[src/hw/rtl/crcr_pkg.sv]
// Shared types, command codes and constants of the card reader command responder.
`default_nettype none

package crcr_pkg;

  localparam int VERSION_BYTES = 44;
  localparam int IDX_W = $clog2(VERSION_BYTES);
  localparam int QUEUE_DEPTH = 2;

  localparam logic [15:0] CMD_VERSION = 16'h0002;
  localparam logic [15:0] CMD_RESET = 16'h0003;
  localparam logic [15:0] CMD_ACK = 16'h0080;
  localparam logic [15:0] CMD_POLL_A = 16'h0131;
  localparam logic [15:0] CMD_POLL_B = 16'h0134;
  localparam logic [15:0] CMD_POLL_CTRL = 16'h0135;

  localparam logic [7:0] CTRL_REFUSE = 8'h00;
  localparam logic [7:0] CTRL_ACCEPT = 8'h11;
  localparam logic [7:0] CTRL_EJECT = 8'h12;

  localparam logic [7:0] UNIT_ONE = 8'd1;
  localparam logic [7:0] UNIT_TWO = 8'd2;

  localparam logic [7:0] SENSOR_CARD = 8'h30;
  localparam logic [7:0] EVENT_STEP = 8'h10;
  localparam logic [7:0] EVENT_NIBBLE = 8'hf0;
  localparam logic [7:0] EVENT_FLAG = 8'h80;

  typedef struct packed {
    logic [15:0] command_code;
    logic [7:0]  control_byte;
    logic [7:0]  unit_address;
    logic [11:0] keys_one;
    logic [11:0] keys_two;
  } command_t;

  typedef struct packed {
    logic [7:0] data_byte;
    logic       has_data;
    logic       last;
  } result_t;

  typedef enum logic [1:0] {
    KIND_VERSION,
    KIND_ACK,
    KIND_ZERO,
    KIND_STATUS
  } kind_t;

  // One classified command as handed from the front to the back.
  typedef struct packed {
    kind_t       kind;
    logic        card_in;
    logic        sensor;
    logic [63:0] card_id;
    logic [7:0]  newest_event;
    logic [7:0]  older_event;
  } desc_t;

endpackage

`default_nettype wire

[src/hw/rtl/crcr_front.sv]
// Front end: accepts commands, keeps the reader state and classifies each command.
`default_nettype none

module crcr_front
  import crcr_pkg::*;
(
  input  wire logic        clk,
  input  wire logic        rst,
  input  wire logic        push,
  input  wire command_t    cmd,
  input  wire logic [63:0] card_id,
  input  wire logic        q_full,
  output logic             full,
  output logic             q_push,
  output desc_t            q_data
);

  // Key code of bits 0 to 10 of a keypad vector.
  localparam logic [10:0][4:0] KEY_CODES = {
    5'h04, 5'h0b, 5'h07, 5'h03, 5'h0a, 5'h06, 5'h02, 5'h09, 5'h05, 5'h01, 5'h10
  };

  logic       accepting, card_in, insert_held;
  logic [4:0] previous_key_code;
  logic [7:0] newest_event, older_event;

  logic       accepting_next, card_in_next, insert_held_next;
  logic [4:0] previous_key_code_next;
  logic [7:0] newest_event_next, older_event_next;

  logic        accept, is_status;
  logic        acc1, cin1, held1;
  logic [11:0] keys;
  logic [4:0]  cur;
  logic        insert_now;
  logic [7:0]  ev;
  kind_t       kind;

  assign full = q_full;
  assign accept = push && !q_full;
  assign q_push = accept;

  assign is_status = (cmd.command_code == CMD_POLL_A) || (cmd.command_code == CMD_POLL_B)
                     || (cmd.command_code == CMD_POLL_CTRL);

  always_comb begin
    acc1 = accepting;
    cin1 = card_in;
    held1 = insert_held;
    if (cmd.command_code == CMD_POLL_CTRL) begin
      case (cmd.control_byte)
        CTRL_REFUSE: acc1 = 1'b0;
        CTRL_ACCEPT: acc1 = 1'b1;
        CTRL_EJECT: begin
          acc1 = 1'b0;
          cin1 = 1'b0;
          held1 = 1'b0;
        end
        default: ;
      endcase
    end

    // An unknown unit presses nothing, which is all ones in active-low form.
    if (cmd.unit_address == UNIT_ONE) begin
      keys = cmd.keys_one;
    end else if (cmd.unit_address == UNIT_TWO) begin
      keys = cmd.keys_two;
    end else begin
      keys = '1;
    end

    cur = '0;
    for (int i = 0; i < 11; i++) begin
      if (!keys[i]) cur = cur | KEY_CODES[i];
    end
    insert_now = !keys[11];

    ev = '0;
    if (newest_event != '0) ev = (newest_event + EVENT_STEP) & EVENT_NIBBLE;
    ev = ev | EVENT_FLAG | {3'b000, cur};
  end

  always_comb begin
    accepting_next = accepting;
    card_in_next = card_in;
    insert_held_next = insert_held;
    previous_key_code_next = previous_key_code;
    newest_event_next = newest_event;
    older_event_next = older_event;
    if (accept && is_status) begin
      accepting_next = acc1;
      card_in_next = cin1;
      insert_held_next = held1;
      if (insert_now) begin
        if (!held1) begin
          if (acc1 || cin1) card_in_next = !cin1;
          insert_held_next = 1'b1;
        end
      end else begin
        insert_held_next = 1'b0;
      end
      // A bit of the key code that was not set at the last poll makes a new event.
      if ((cur & (previous_key_code ^ cur)) != '0) begin
        older_event_next = newest_event;
        newest_event_next = ev;
      end
      previous_key_code_next = cur;
    end else if (accept && cmd.command_code == CMD_RESET) begin
      accepting_next = 1'b0;
      card_in_next = 1'b0;
      insert_held_next = 1'b0;
      previous_key_code_next = '0;
      newest_event_next = '0;
      older_event_next = '0;
    end
  end

  always_ff @(posedge clk) begin
    if (rst) begin
      accepting <= 1'b0;
      card_in <= 1'b0;
      insert_held <= 1'b0;
      previous_key_code <= '0;
      newest_event <= '0;
      older_event <= '0;
    end else begin
      accepting <= accepting_next;
      card_in <= card_in_next;
      insert_held <= insert_held_next;
      previous_key_code <= previous_key_code_next;
      newest_event <= newest_event_next;
      older_event <= older_event_next;
    end
  end

  always_comb begin
    if (cmd.command_code == CMD_VERSION) begin
      kind = KIND_VERSION;
    end else if (cmd.command_code == CMD_ACK) begin
      kind = KIND_ACK;
    end else if (is_status) begin
      kind = KIND_STATUS;
    end else begin
      kind = KIND_ZERO;
    end
    q_data.kind = kind;
    q_data.card_in = card_in_next;
    q_data.sensor = accepting_next && card_in_next;
    q_data.card_id = card_in_next ? card_id : '0;
    q_data.newest_event = newest_event_next;
    q_data.older_event = older_event_next;
  end

endmodule

`default_nettype wire

[src/hw/rtl/crcr_queue.sv]
// Short register queue of classified commands between the front and the back.
`default_nettype none

module crcr_queue
  import crcr_pkg::*;
(
  input  wire logic  clk,
  input  wire logic  rst,
  input  wire logic  wr,
  input  wire desc_t wr_data,
  input  wire logic  rd,
  output logic       full,
  output logic       valid,
  output desc_t      rd_data
);

  localparam int PTR_W = $clog2(QUEUE_DEPTH);

  desc_t            mem [QUEUE_DEPTH];
  logic [PTR_W-1:0] wr_ptr, rd_ptr;
  logic [PTR_W:0]   count;

  assign full = (count == (PTR_W+1)'(QUEUE_DEPTH));
  assign valid = (count != '0);
  assign rd_data = mem[rd_ptr];

  always_ff @(posedge clk) begin
    if (wr) mem[wr_ptr] <= wr_data;
  end

  always_ff @(posedge clk) begin
    if (rst) begin
      wr_ptr <= '0;
      rd_ptr <= '0;
      count <= '0;
    end else begin
      if (wr) wr_ptr <= (wr_ptr == PTR_W'(QUEUE_DEPTH - 1)) ? '0 : wr_ptr + 1'b1;
      if (rd) rd_ptr <= (rd_ptr == PTR_W'(QUEUE_DEPTH - 1)) ? '0 : rd_ptr + 1'b1;
      if (wr && !rd) begin
        count <= count + 1'b1;
      end else if (rd && !wr) begin
        count <= count - 1'b1;
      end
    end
  end

endmodule

`default_nettype wire

[src/hw/rtl/crcr_back.sv]
// Back end: walks each classified command and emits its response bytes into an output register.
`default_nettype none

module crcr_back
  import crcr_pkg::*;
(
  input  wire logic  clk,
  input  wire logic  rst,
  input  wire logic  q_valid,
  input  wire desc_t q_data,
  output logic       q_pop,
  input  wire logic  pop,
  output logic       empty,
  output result_t    result
);

  localparam logic [IDX_W-1:0] VERSION_LAST = IDX_W'(VERSION_BYTES - 1);
  localparam logic [IDX_W-1:0] STATUS_LAST = IDX_W'(15);

  localparam logic [7:0] VERSION_TABLE [VERSION_BYTES] = '{
    8'h03, 8'h00, 8'h00, 8'h00, 8'h00, 8'h01, 8'h01, 8'h00,
    8'h49, 8'h43, 8'h43, 8'h41,
    8'h4f, 8'h63, 8'h74, 8'h20, 8'h32, 8'h36, 8'h20, 8'h32,
    8'h30, 8'h30, 8'h35, 8'h00, 8'h00, 8'h00, 8'h00, 8'h00,
    8'h31, 8'h33, 8'h20, 8'h3a, 8'h20, 8'h35, 8'h35, 8'h20,
    8'h3a, 8'h20, 8'h30, 8'h33, 8'h00, 8'h00, 8'h00, 8'h00
  };

  desc_t            desc;
  logic             busy;
  logic [IDX_W-1:0] idx;
  logic             out_valid;
  result_t          out;

  logic             advance, at_last, load;
  logic [IDX_W-1:0] last_idx;
  result_t          beat;

  assign empty = !out_valid;
  assign result = out;

  always_comb begin
    case (desc.kind)
      KIND_VERSION: last_idx = VERSION_LAST;
      KIND_STATUS: last_idx = STATUS_LAST;
      default: last_idx = '0;
    endcase
  end

  assign advance = busy && (!out_valid || pop);
  assign at_last = (idx == last_idx);
  assign load = q_valid && (!busy || (advance && at_last));
  assign q_pop = load;

  always_comb begin
    beat.has_data = 1'b1;
    beat.last = at_last;
    beat.data_byte = '0;
    case (desc.kind)
      KIND_VERSION: beat.data_byte = VERSION_TABLE[idx];
      KIND_ACK: beat.has_data = 1'b0;
      KIND_STATUS: begin
        case (idx[3:0])
          4'd0: beat.data_byte = desc.card_in ? 8'd2 : 8'd1;
          4'd1: beat.data_byte = desc.sensor ? SENSOR_CARD : 8'h00;
          4'd2: beat.data_byte = desc.card_id[63:56];
          4'd3: beat.data_byte = desc.card_id[55:48];
          4'd4: beat.data_byte = desc.card_id[47:40];
          4'd5: beat.data_byte = desc.card_id[39:32];
          4'd6: beat.data_byte = desc.card_id[31:24];
          4'd7: beat.data_byte = desc.card_id[23:16];
          4'd8: beat.data_byte = desc.card_id[15:8];
          4'd9: beat.data_byte = desc.card_id[7:0];
          4'd11: beat.data_byte = 8'd3;
          4'd12: beat.data_byte = desc.newest_event;
          4'd13: beat.data_byte = desc.older_event;
          default: beat.data_byte = 8'h00;
        endcase
      end
      default: ;
    endcase
  end

  always_ff @(posedge clk) begin
    if (advance) out <= beat;
    if (load) desc <= q_data;
  end

  always_ff @(posedge clk) begin
    if (rst) begin
      busy <= 1'b0;
      idx <= '0;
      out_valid <= 1'b0;
    end else begin
      if (pop && out_valid) out_valid <= 1'b0;
      if (advance) begin
        out_valid <= 1'b1;
        if (at_last) begin
          busy <= 1'b0;
        end else begin
          idx <= idx + 1'b1;
        end
      end
      // The next command is loaded in the cycle the last beat of the one before is registered.
      if (load) begin
        busy <= 1'b1;
        idx <= '0;
      end
    end
  end

endmodule

`default_nettype wire

[src/hw/rtl/card_reader_command_responder.sv]
// Top level of the card reader command responder: configuration port and the front/back pair.
//
// Commands enter through push/full: a command beat is taken at an edge with push high
// and full low. Responses leave through empty/pop as a run of byte beats, oldest first;
// last marks the final beat of a command. A version command gives 44 beats, a poll
// gives 16, an acknowledgement gives one beat with has_data low, anything else one zero.
// The front updates the reader state and classifies a command in the cycle it is taken
// and writes it into a two-entry queue. The back loads a command from the queue and,
// while the output register is empty or popped, emits one beat per cycle from its byte
// counter into that register; a command passes the queue, the back's descriptor and the
// output register, and the back loads the next one as the last beat enters the register.
// When pop is held low the output register holds its beat, the back waits, and once the
// queue is full, full rises; nothing is lost. The card id register is written through
// the APB port at byte addresses 0 to 7 and reads back there. Reset clears the reader
// state, the queue, the output valid flag and the card id; the output data is not reset.
`default_nettype none

module card_reader_command_responder
  import crcr_pkg::*;
(
  input  wire logic        clk,
  input  wire logic        rst,
  input  wire logic        push,
  output logic             full,
  input  wire command_t    cmd,
  output logic             empty,
  input  wire logic        pop,
  output result_t          result,
  input  wire logic        psel,
  input  wire logic        penable,
  input  wire logic        pwrite,
  input  wire logic [3:0]  paddr,
  input  wire logic [63:0] pwdata,
  output logic [63:0]      prdata,
  output logic             pready
);

  logic [63:0] card_id;
  logic        q_full, q_push, q_valid, q_pop;
  desc_t       q_wr_data, q_rd_data;

  assign pready = 1'b1;
  assign prdata = (paddr[3] == 1'b0) ? card_id : '0;

  always_ff @(posedge clk) begin
    if (rst) begin
      card_id <= '0;
    end else if (psel && penable && pwrite && pready && paddr[3] == 1'b0) begin
      card_id <= pwdata;
    end
  end

  crcr_front u_front (
    .clk     (clk),
    .rst     (rst),
    .push    (push),
    .cmd     (cmd),
    .card_id (card_id),
    .q_full  (q_full),
    .full    (full),
    .q_push  (q_push),
    .q_data  (q_wr_data)
  );

  crcr_queue u_queue (
    .clk     (clk),
    .rst     (rst),
    .wr      (q_push),
    .wr_data (q_wr_data),
    .rd      (q_pop),
    .full    (q_full),
    .valid   (q_valid),
    .rd_data (q_rd_data)
  );

  crcr_back u_back (
    .clk     (clk),
    .rst     (rst),
    .q_valid (q_valid),
    .q_data  (q_rd_data),
    .q_pop   (q_pop),
    .pop     (pop),
    .empty   (empty),
    .result  (result)
  );

endmodule

`default_nettype wire
[config.mk]
export PLATFORM = sky130hd
export DESIGN_NAME = card_reader_command_responder
export DESIGN_NICKNAME = d
export VERILOG_FILES = /design/src/hw/rtl/crcr_pkg.sv /design/src/hw/rtl/crcr_front.sv /design/src/hw/rtl/crcr_queue.sv /design/src/hw/rtl/crcr_back.sv /design/src/hw/rtl/card_reader_command_responder.sv
export SDC_FILE = /design/constraint.sdc
export NUM_CORES = 1
export LEC_CHECK = 0
export BUFFER_PORTS_ARGS = -buffer_cell sky130_fd_sc_hd__buf_2
export CORE_MARGIN = 2
export CORE_UTILIZATION = 58
export DETAILED_ROUTE_END_ITERATION = 8
export PLACE_DENSITY = 0.78
export SLEW_MARGIN = 0
export SYNTH_ARGS = -nofsm -noshare
export SYNTH_HDL_FRONTEND = slang
export SYNTH_HIERARCHICAL = 1
export SYNTH_SLANG_ARGS = --single-unit
[constraint.sdc]
create_clock -name clk -period 5.8 [get_ports clk]
set_clock_uncertainty 0.15 [all_clocks]
set_input_delay 0.58 -clock clk [delete_from_list [all_inputs] [get_ports clk]]
set_output_delay 0.58 -clock clk [all_outputs]
set_load 0.005 [all_outputs]
# == Word-level counts from Yosys, hierarchy flattened ==
# Memories as Yosys holds them, arrays and structs flattened. A register that Yosys moved wholly into a read port is not among the register bits.
# Index checks and enable logic that the tools add are counted.
# op_classes
addsub,6
multipliers,0
n_div,0
magnitude_cmp,1
eq_ne,26
shift,0
muxes,62
bitwise,6
reduce_logical,39
# ops
op,n
$mux W64,2
$pmux W8 S13,1
$mux W8,8
$eq A16 B9 Y1 const B,3
$eq A16 B2 Y1 const B,2
$mux W1,27
$mux W12,2
$eq A4 B4 Y1 const B,5
$eq A16 B8 Y1 const B,1
$eq A4 B3 Y1 const B,4
$eq A8 B5 Y1 const B,2
$pmux W8 S2,1
$mux W5,3
$mux W2,7
$logic_and A1 B1 Y1,13
$mux W3,4
$mux W4,3
$pmux W6 S2,1
$reduce_bool A2 Y1,6
$eq A4 B2 Y1 const B,2
$eq A8 B1 Y1 const B,1
$eq A8 B2 Y1 const B,1
$logic_not A8 Y1,1
$or A8 B5 Y8,1
other kinds (25),39
# totals
reg_bits,110
latchBits,0
ramBits,168
romBits,512
output_inout_bits,77
n_memories,2
# memory_table
name,words,width,read_ports,rd_clocked_by_memory_dff,write_ports,line,rtl
(name not given),64,8,1,0,0,crcr_back.sv:60,KIND_VERSION: beat.data_byte = VERSION_TABLE[idx];
u_queue.mem,2,84,1,1,1,crcr_queue.sv:19,desc_t mem [QUEUE_DEPTH];

# == Logic depth before layout (Yosys ltp) ==
# logic_depth
depth_word,19
mapped_depth,11
ltp_nobuf,11

# == Cells and area by module ==
# The synthesis kept the hierarchy.
# by_module_without_submodules
module,instances,cells_each,area_each_um2
crcr_queue,1,283,6511.2
crcr_back,1,340,4509.3
card_reader_command_responder,1,351,3357.0
crcr_front,1,329,2457.4

# == Least setup slack after synthesis ==
# OpenSTA, ideal clock, no wires.
# synth_path
path_type,flip-flop to flip-flop
from,register u_queue.count[0]
to,"memory u_queue/mem[0][0] (netlist name), enable pin"
setup_ns,0.537
arrival_ns,4.614
required_time_ns,5.113
slack_ns,0.499
path_stages_with_launch,5
path_buffers,0
cell_sequence,dfxtp_1 > and2b_2 > nand2b_1 > inv_1 > nor2b_1
# synth_via
elab_chain_cells,5
# synth_rtl
item,line,rtl
"start, declared",crcr_queue.sv:21,logic [PTR_W:0] count;
"start signal, assigned",crcr_queue.sv:40,count <= count + 1'b1;
"start signal, assigned",crcr_queue.sv:42,count <= count - 1'b1;
$eq A2 B2 Y1,crcr_queue.sv:23,assign full = (count == (PTR_W+1)'(QUEUE_DEPTH));
net q_full,card_reader_command_responder.sv:39,"logic q_full, q_push, q_valid, q_pop;"
$logic_not A1 Y1,crcr_front.sv:40,assign accept = push && !q_full;
$logic_and A1 B1 Y1,crcr_front.sv:40,
net q_push,card_reader_command_responder.sv:39,
$mux W1,crcr_queue.sv:28,if (wr) mem[wr_ptr] <= wr_data;
$mux W1 (implied by the code),crcr_queue.sv:28,
"end, declared",crcr_queue.sv:19,
# The timed path passes the listed nets, and every way through them passes these cells.

# == Worst setup path after layout ==
# layout_path
from,"register, netlist name u_back/desc[82]"
to,"register, netlist name u_back/desc[52]"
# layout_via
elab_chain_cells,6
# layout_rtl
item,line,rtl
$eq A2 B2 Y1 or $logic_not A2 Y1 (tied branches),crcr_back.sv:43,case (desc.kind)
$pmux W6 S2 *,crcr_back.sv:43,
$eq A6 B6 Y1 *,crcr_back.sv:51,assign at_last = (idx == last_idx);
net u_back.at_last,crcr_back.sv:35,"logic advance, at_last, load;"
$logic_and A1 B1 Y1 *,crcr_back.sv:52,assign load = q_valid && (!busy || (advance && at_last));
$logic_or A1 B1 Y1 *,crcr_back.sv:52,
$logic_and A1 B1 Y1 *,crcr_back.sv:52,
net q_pop,card_reader_command_responder.sv:39,
# Mark *: on every way through the listed nets, which the timed path passes. The rest lies on a longest branch.
# A chain may end at the register's enable or synchronous reset.

==> impl_table.tex <==
\begin{tabular}{lr}
\hline
Metric & Value \\
\hline
\multicolumn{2}{l}{\textbf{Worst setup path}} \\
\quad Worst endpoint data arrival time & 3.77 ns \\
\quad Required time of the critical path & 5.79 ns \\
\quad Crit. End Element & flip-flop \\
\quad Type of the worst setup path & reg2reg \\
\quad Setup crit start kind & flip-flop \\
\quad CP Max Fanout & 59 \\
\multicolumn{2}{l}{\textbf{Synthesis}} \\
\quad Mean post-synth cell area & between 10 and 15 µm² \\
\quad Area fraction of the dominant cell type after synthesis & 46.7\% \\
\quad Synth unique cells & 80 \\
\quad Number of synthesized flops with an enable pin & $\sim$260 \\
\quad Total of flip-flops plus latches after synthesis & 363 \\
\quad Fraction of synthesis flops using an asynchronous set or reset pin & 0\% \\
\quad Largest cells by area after synthesis & edfxtp\_1, dfxtp\_1, mux2i\_1 \\
\quad Cell accounting for the most synthesized area & edfxtp\_1 \\
\quad Most instantiated flip-flop cell in the synthesis netlist & edfxtp\_1 \\
\quad Net count after synthesis & 1449 \\
\quad Part of the Yosys area used for sequential elements & 58.7\% \\
\quad Cells after synthesis & between 1000 and 1500 \\
\quad Total number of yosys warnings & 6 \\
\quad Cell Area, Synth & 16800 µm² \\
\multicolumn{2}{l}{\textbf{Clock network}} \\
\quad \# hold bufs at CTS & 0 \\
\quad Cell at the root of the clock tree & clkbuf\_16 \\
\quad Clock latency on the worst-skew pair & 0.52 ns \\
\quad Number of buffers inserted to repair setup after CTS & 0 \\
\quad Maximum buffer depth of the clock tree & 3 \\
\quad H-tree levels & 2 \\
\quad Reg clk slew, reported paths & 0.06 ns \\
\quad Num CTS Buffers & 38 \\
\quad Clock tree from TritonCTS & built \\
\quad Sinks on Clock Net & 363 \\
\quad Number of gates resized after CTS & 0 \\
\multicolumn{2}{l}{\textbf{Cells and area}} \\
\quad Share of layout cells above drive strength 1 & 26.0\% \\
\quad Post-layout instance count excluding filler cells & between 1500 and 2000 \\
\quad Total inserted antenna cells & 0 \\
\quad Post-synthesis to final-layout area growth & 14.1\% \\
\quad Fillers & 2010 \\
\quad Most common library cell in the layout ignoring fill and taps & edfxtp\_1 \\
\quad Total number of nets in the final design & 1627 \\
\quad Leading cell types in the layout, fill and taps excluded & edfxtp\_1, buf\_2, nand2b\_1 \\
\multicolumn{2}{l}{\textbf{Detailed routing}} \\
\quad Final Routed Wirelength & 35.3 mm \\
\quad \# DRC & 0 \\
\quad DRC violation total after the first TritonRoute iteration & 1089 \\
\quad Total number of vias & 10600 \\
\quad Antenna-violating nets left & 0 \\
\quad Length of the first detailed-routing pass in iterations & 6 \\
\quad Drt via density & 5.61 \\
\quad DR WL/cell & around 19 µm \\
\multicolumn{2}{l}{\textbf{GRT}} \\
\quad Global-route total usage across every layer & 23.1\% \\
\quad Antenna violations before repair & 2 \\
\quad Global route overflow & 0 \\
\quad Via count of the first global-routing pass & 10400 \\
\quad Largest net degree at the start of global routing & 129 \\
\quad Global-route wire length before repair & 55.8 mm \\
\multicolumn{2}{l}{\textbf{Die}} \\
\quad Die extent in y & 174 µm \\
\quad Number of placement rows & 62 \\
\quad Core box area & 28600 µm² \\
\quad Boundary pin count & 208 \\
\quad Width of the chip & 174 µm \\
\quad Starting density of the core & 58.8\% \\
\quad Die outline area & 30400 µm² \\
\multicolumn{2}{l}{\textbf{STA}} \\
\quad Unrepaired setup endpoints after global routing & no \\
\quad Final Max Tran Viols & 0 \\
\quad Worst hold slack after final layout & around 0.17 ns \\
\quad Final hold vios & 0 \\
\quad Part of the cycle the worst path needs & 65.1\% \\
\quad Final-layout setup total negative slack & 0 ns \\
\quad Shortest period the worst path allows & 3.78 ns \\
\quad Final setup fails & 0 \\
\quad Headroom to the max-slew limit & between 20\% and 30\% \\
\quad Maximum frequency from static timing analysis & 0.265 GHz \\
\quad Final worst setup slack & 2.02 ns \\
\quad Slew @ Worst Pin & 1.20 ns \\
\multicolumn{2}{l}{\textbf{Status}} \\
\quad Run status & complete, no violations \\
\multicolumn{2}{l}{\textbf{Power and ir drop}} \\
\quad Total Power Consumption & around 7400 µW \\
\quad Leakage & 0.00725 µW \\
\quad Highest ir drop seen on vdd & around 230 µV \\
\quad Total power density per cell area & 385 nW/µm² \\
\multicolumn{2}{l}{\textbf{Place}} \\
\quad Final estimated routing congestion in global placement & 0.820 \\
\quad Place WS & 2.05 ns \\
\quad Detailed placement HPWL & 22.9 mm \\
\quad \# placed instances & 1825 \\
\quad Total of buffers placed on input and output ports & just over 200 \\
\multicolumn{2}{l}{\textbf{Run}} \\
\quad Maximum capacitance violations & 0 \\
\multicolumn{2}{l}{\textbf{Min path}} \\
\quad Tightest Hold Check Type & in2reg \\
\hline
\end{tabular}
-- where the power goes --
group	internal [µW]	total, µW	switching [µW]
clock network	1440	2400	961
registers	3490	3740	254
logic	541	1250	709
-- logic make-up after synthesis --
kind of cell / share of synthesized area (%)
simple gates: 16.4
flops: 58.7
fa+ha+maj: 1.11
xor+xnor: 0.416
mux: 13.1
other cells: 0.0223
buf+inv: 3.91
compound gates: 6.26
-- path summary, 6_finish.rpt --
| path | to | startpoint | slack, ns | cells past startpoint |
|---|---|---|---|---|
| setup / recovery | u_back/desc[52] | u_back/desc[82] | 2.02 | 8 |
| hold / removal | card_id[36] | pwdata[36] | 0.17 | 3 |
| setup reg to reg | u_back/desc[52] | u_back/desc[82] | 2.02 | 8 |
| hold reg to reg | u_front/older_event[0] | u_front/older_event[0] | 0.31 | 2 |
-- sequential cells by signal, summed over array words and instances (netlist names), named ones only --
name and flops:
card_id 64, u_back/busy 1, u_back/desc 84, u_back/idx 6, u_back/out_valid 1, u_back/result 10
u_front/accepting 1, u_front/card_in 1, u_front/insert_held 1, u_front/newest_event 8, u_front/older_event 8, u_front/previous_key_code 5
u_queue/count 2, u_queue/mem 168, u_queue/rd_ptr 1, u_queue/wr_ptr 1
-- cell usage after synthesis, types with 19 or more instances --
| master | n |
|---|---|
| and2_1 | 68 |
| mux2_2 | 27 |
| mux2_4 | 60 |
| inv_1 | 31 |
| clkbuf_1 | 43 |
| nand3_1 | 26 |
| nor2b_1 | 75 |
| nand2_1 | 67 |
| nand2b_1 | 140 |
| dfxtp_1 | 101 |
| a21oi_1 | 31 |
| o21ai_0 | 19 |
| nor2_1 | 32 |
| edfxtp_1 | 262 |
| mux2i_1 | 94 |
-- worst max-delay path, cell delays in order, from the launching register on --
cell,delay [ns]
edfxtp_1,0.37
inv_1,0.05
ha_1,0.35
or4b_4,0.49
a2111oi_4,0.49
nand2_2,0.15
a21oi_4,0.17
buf_4,0.41
buf_4,0.71
-- cell type report --
cell class                 count  area [µm²]  share of cell area (%)
clock buffer                  53        1080                    5.62
clock inverter                16         163                   0.847
inverter                      32         120                   0.626
multi-input combinational    826        6320                    32.9
sequential                   363        9890                    51.5
tap                          384         480                    2.50
timing repair buffer         220        1150                    5.97
-- metal layers --
metal  track usage (%)  vias up  part of all wire (%)
li1                  -     5062                     -
met5                 0        -                     0
met3              4.55       57                   7.0
met1              32.3     5092                    44
met4              6.72        0                   2.1
met2              37.0      411                    47
-- through the flow --
stage	area [µm²]	util (%)
global placement	18000	62.7
finish	19200	67.1
CTS	19200	67.1
floorplan	16800	-
detailed placement	18000	62.7
global route	19200	67.1
(Power assumes the default switching activity.)
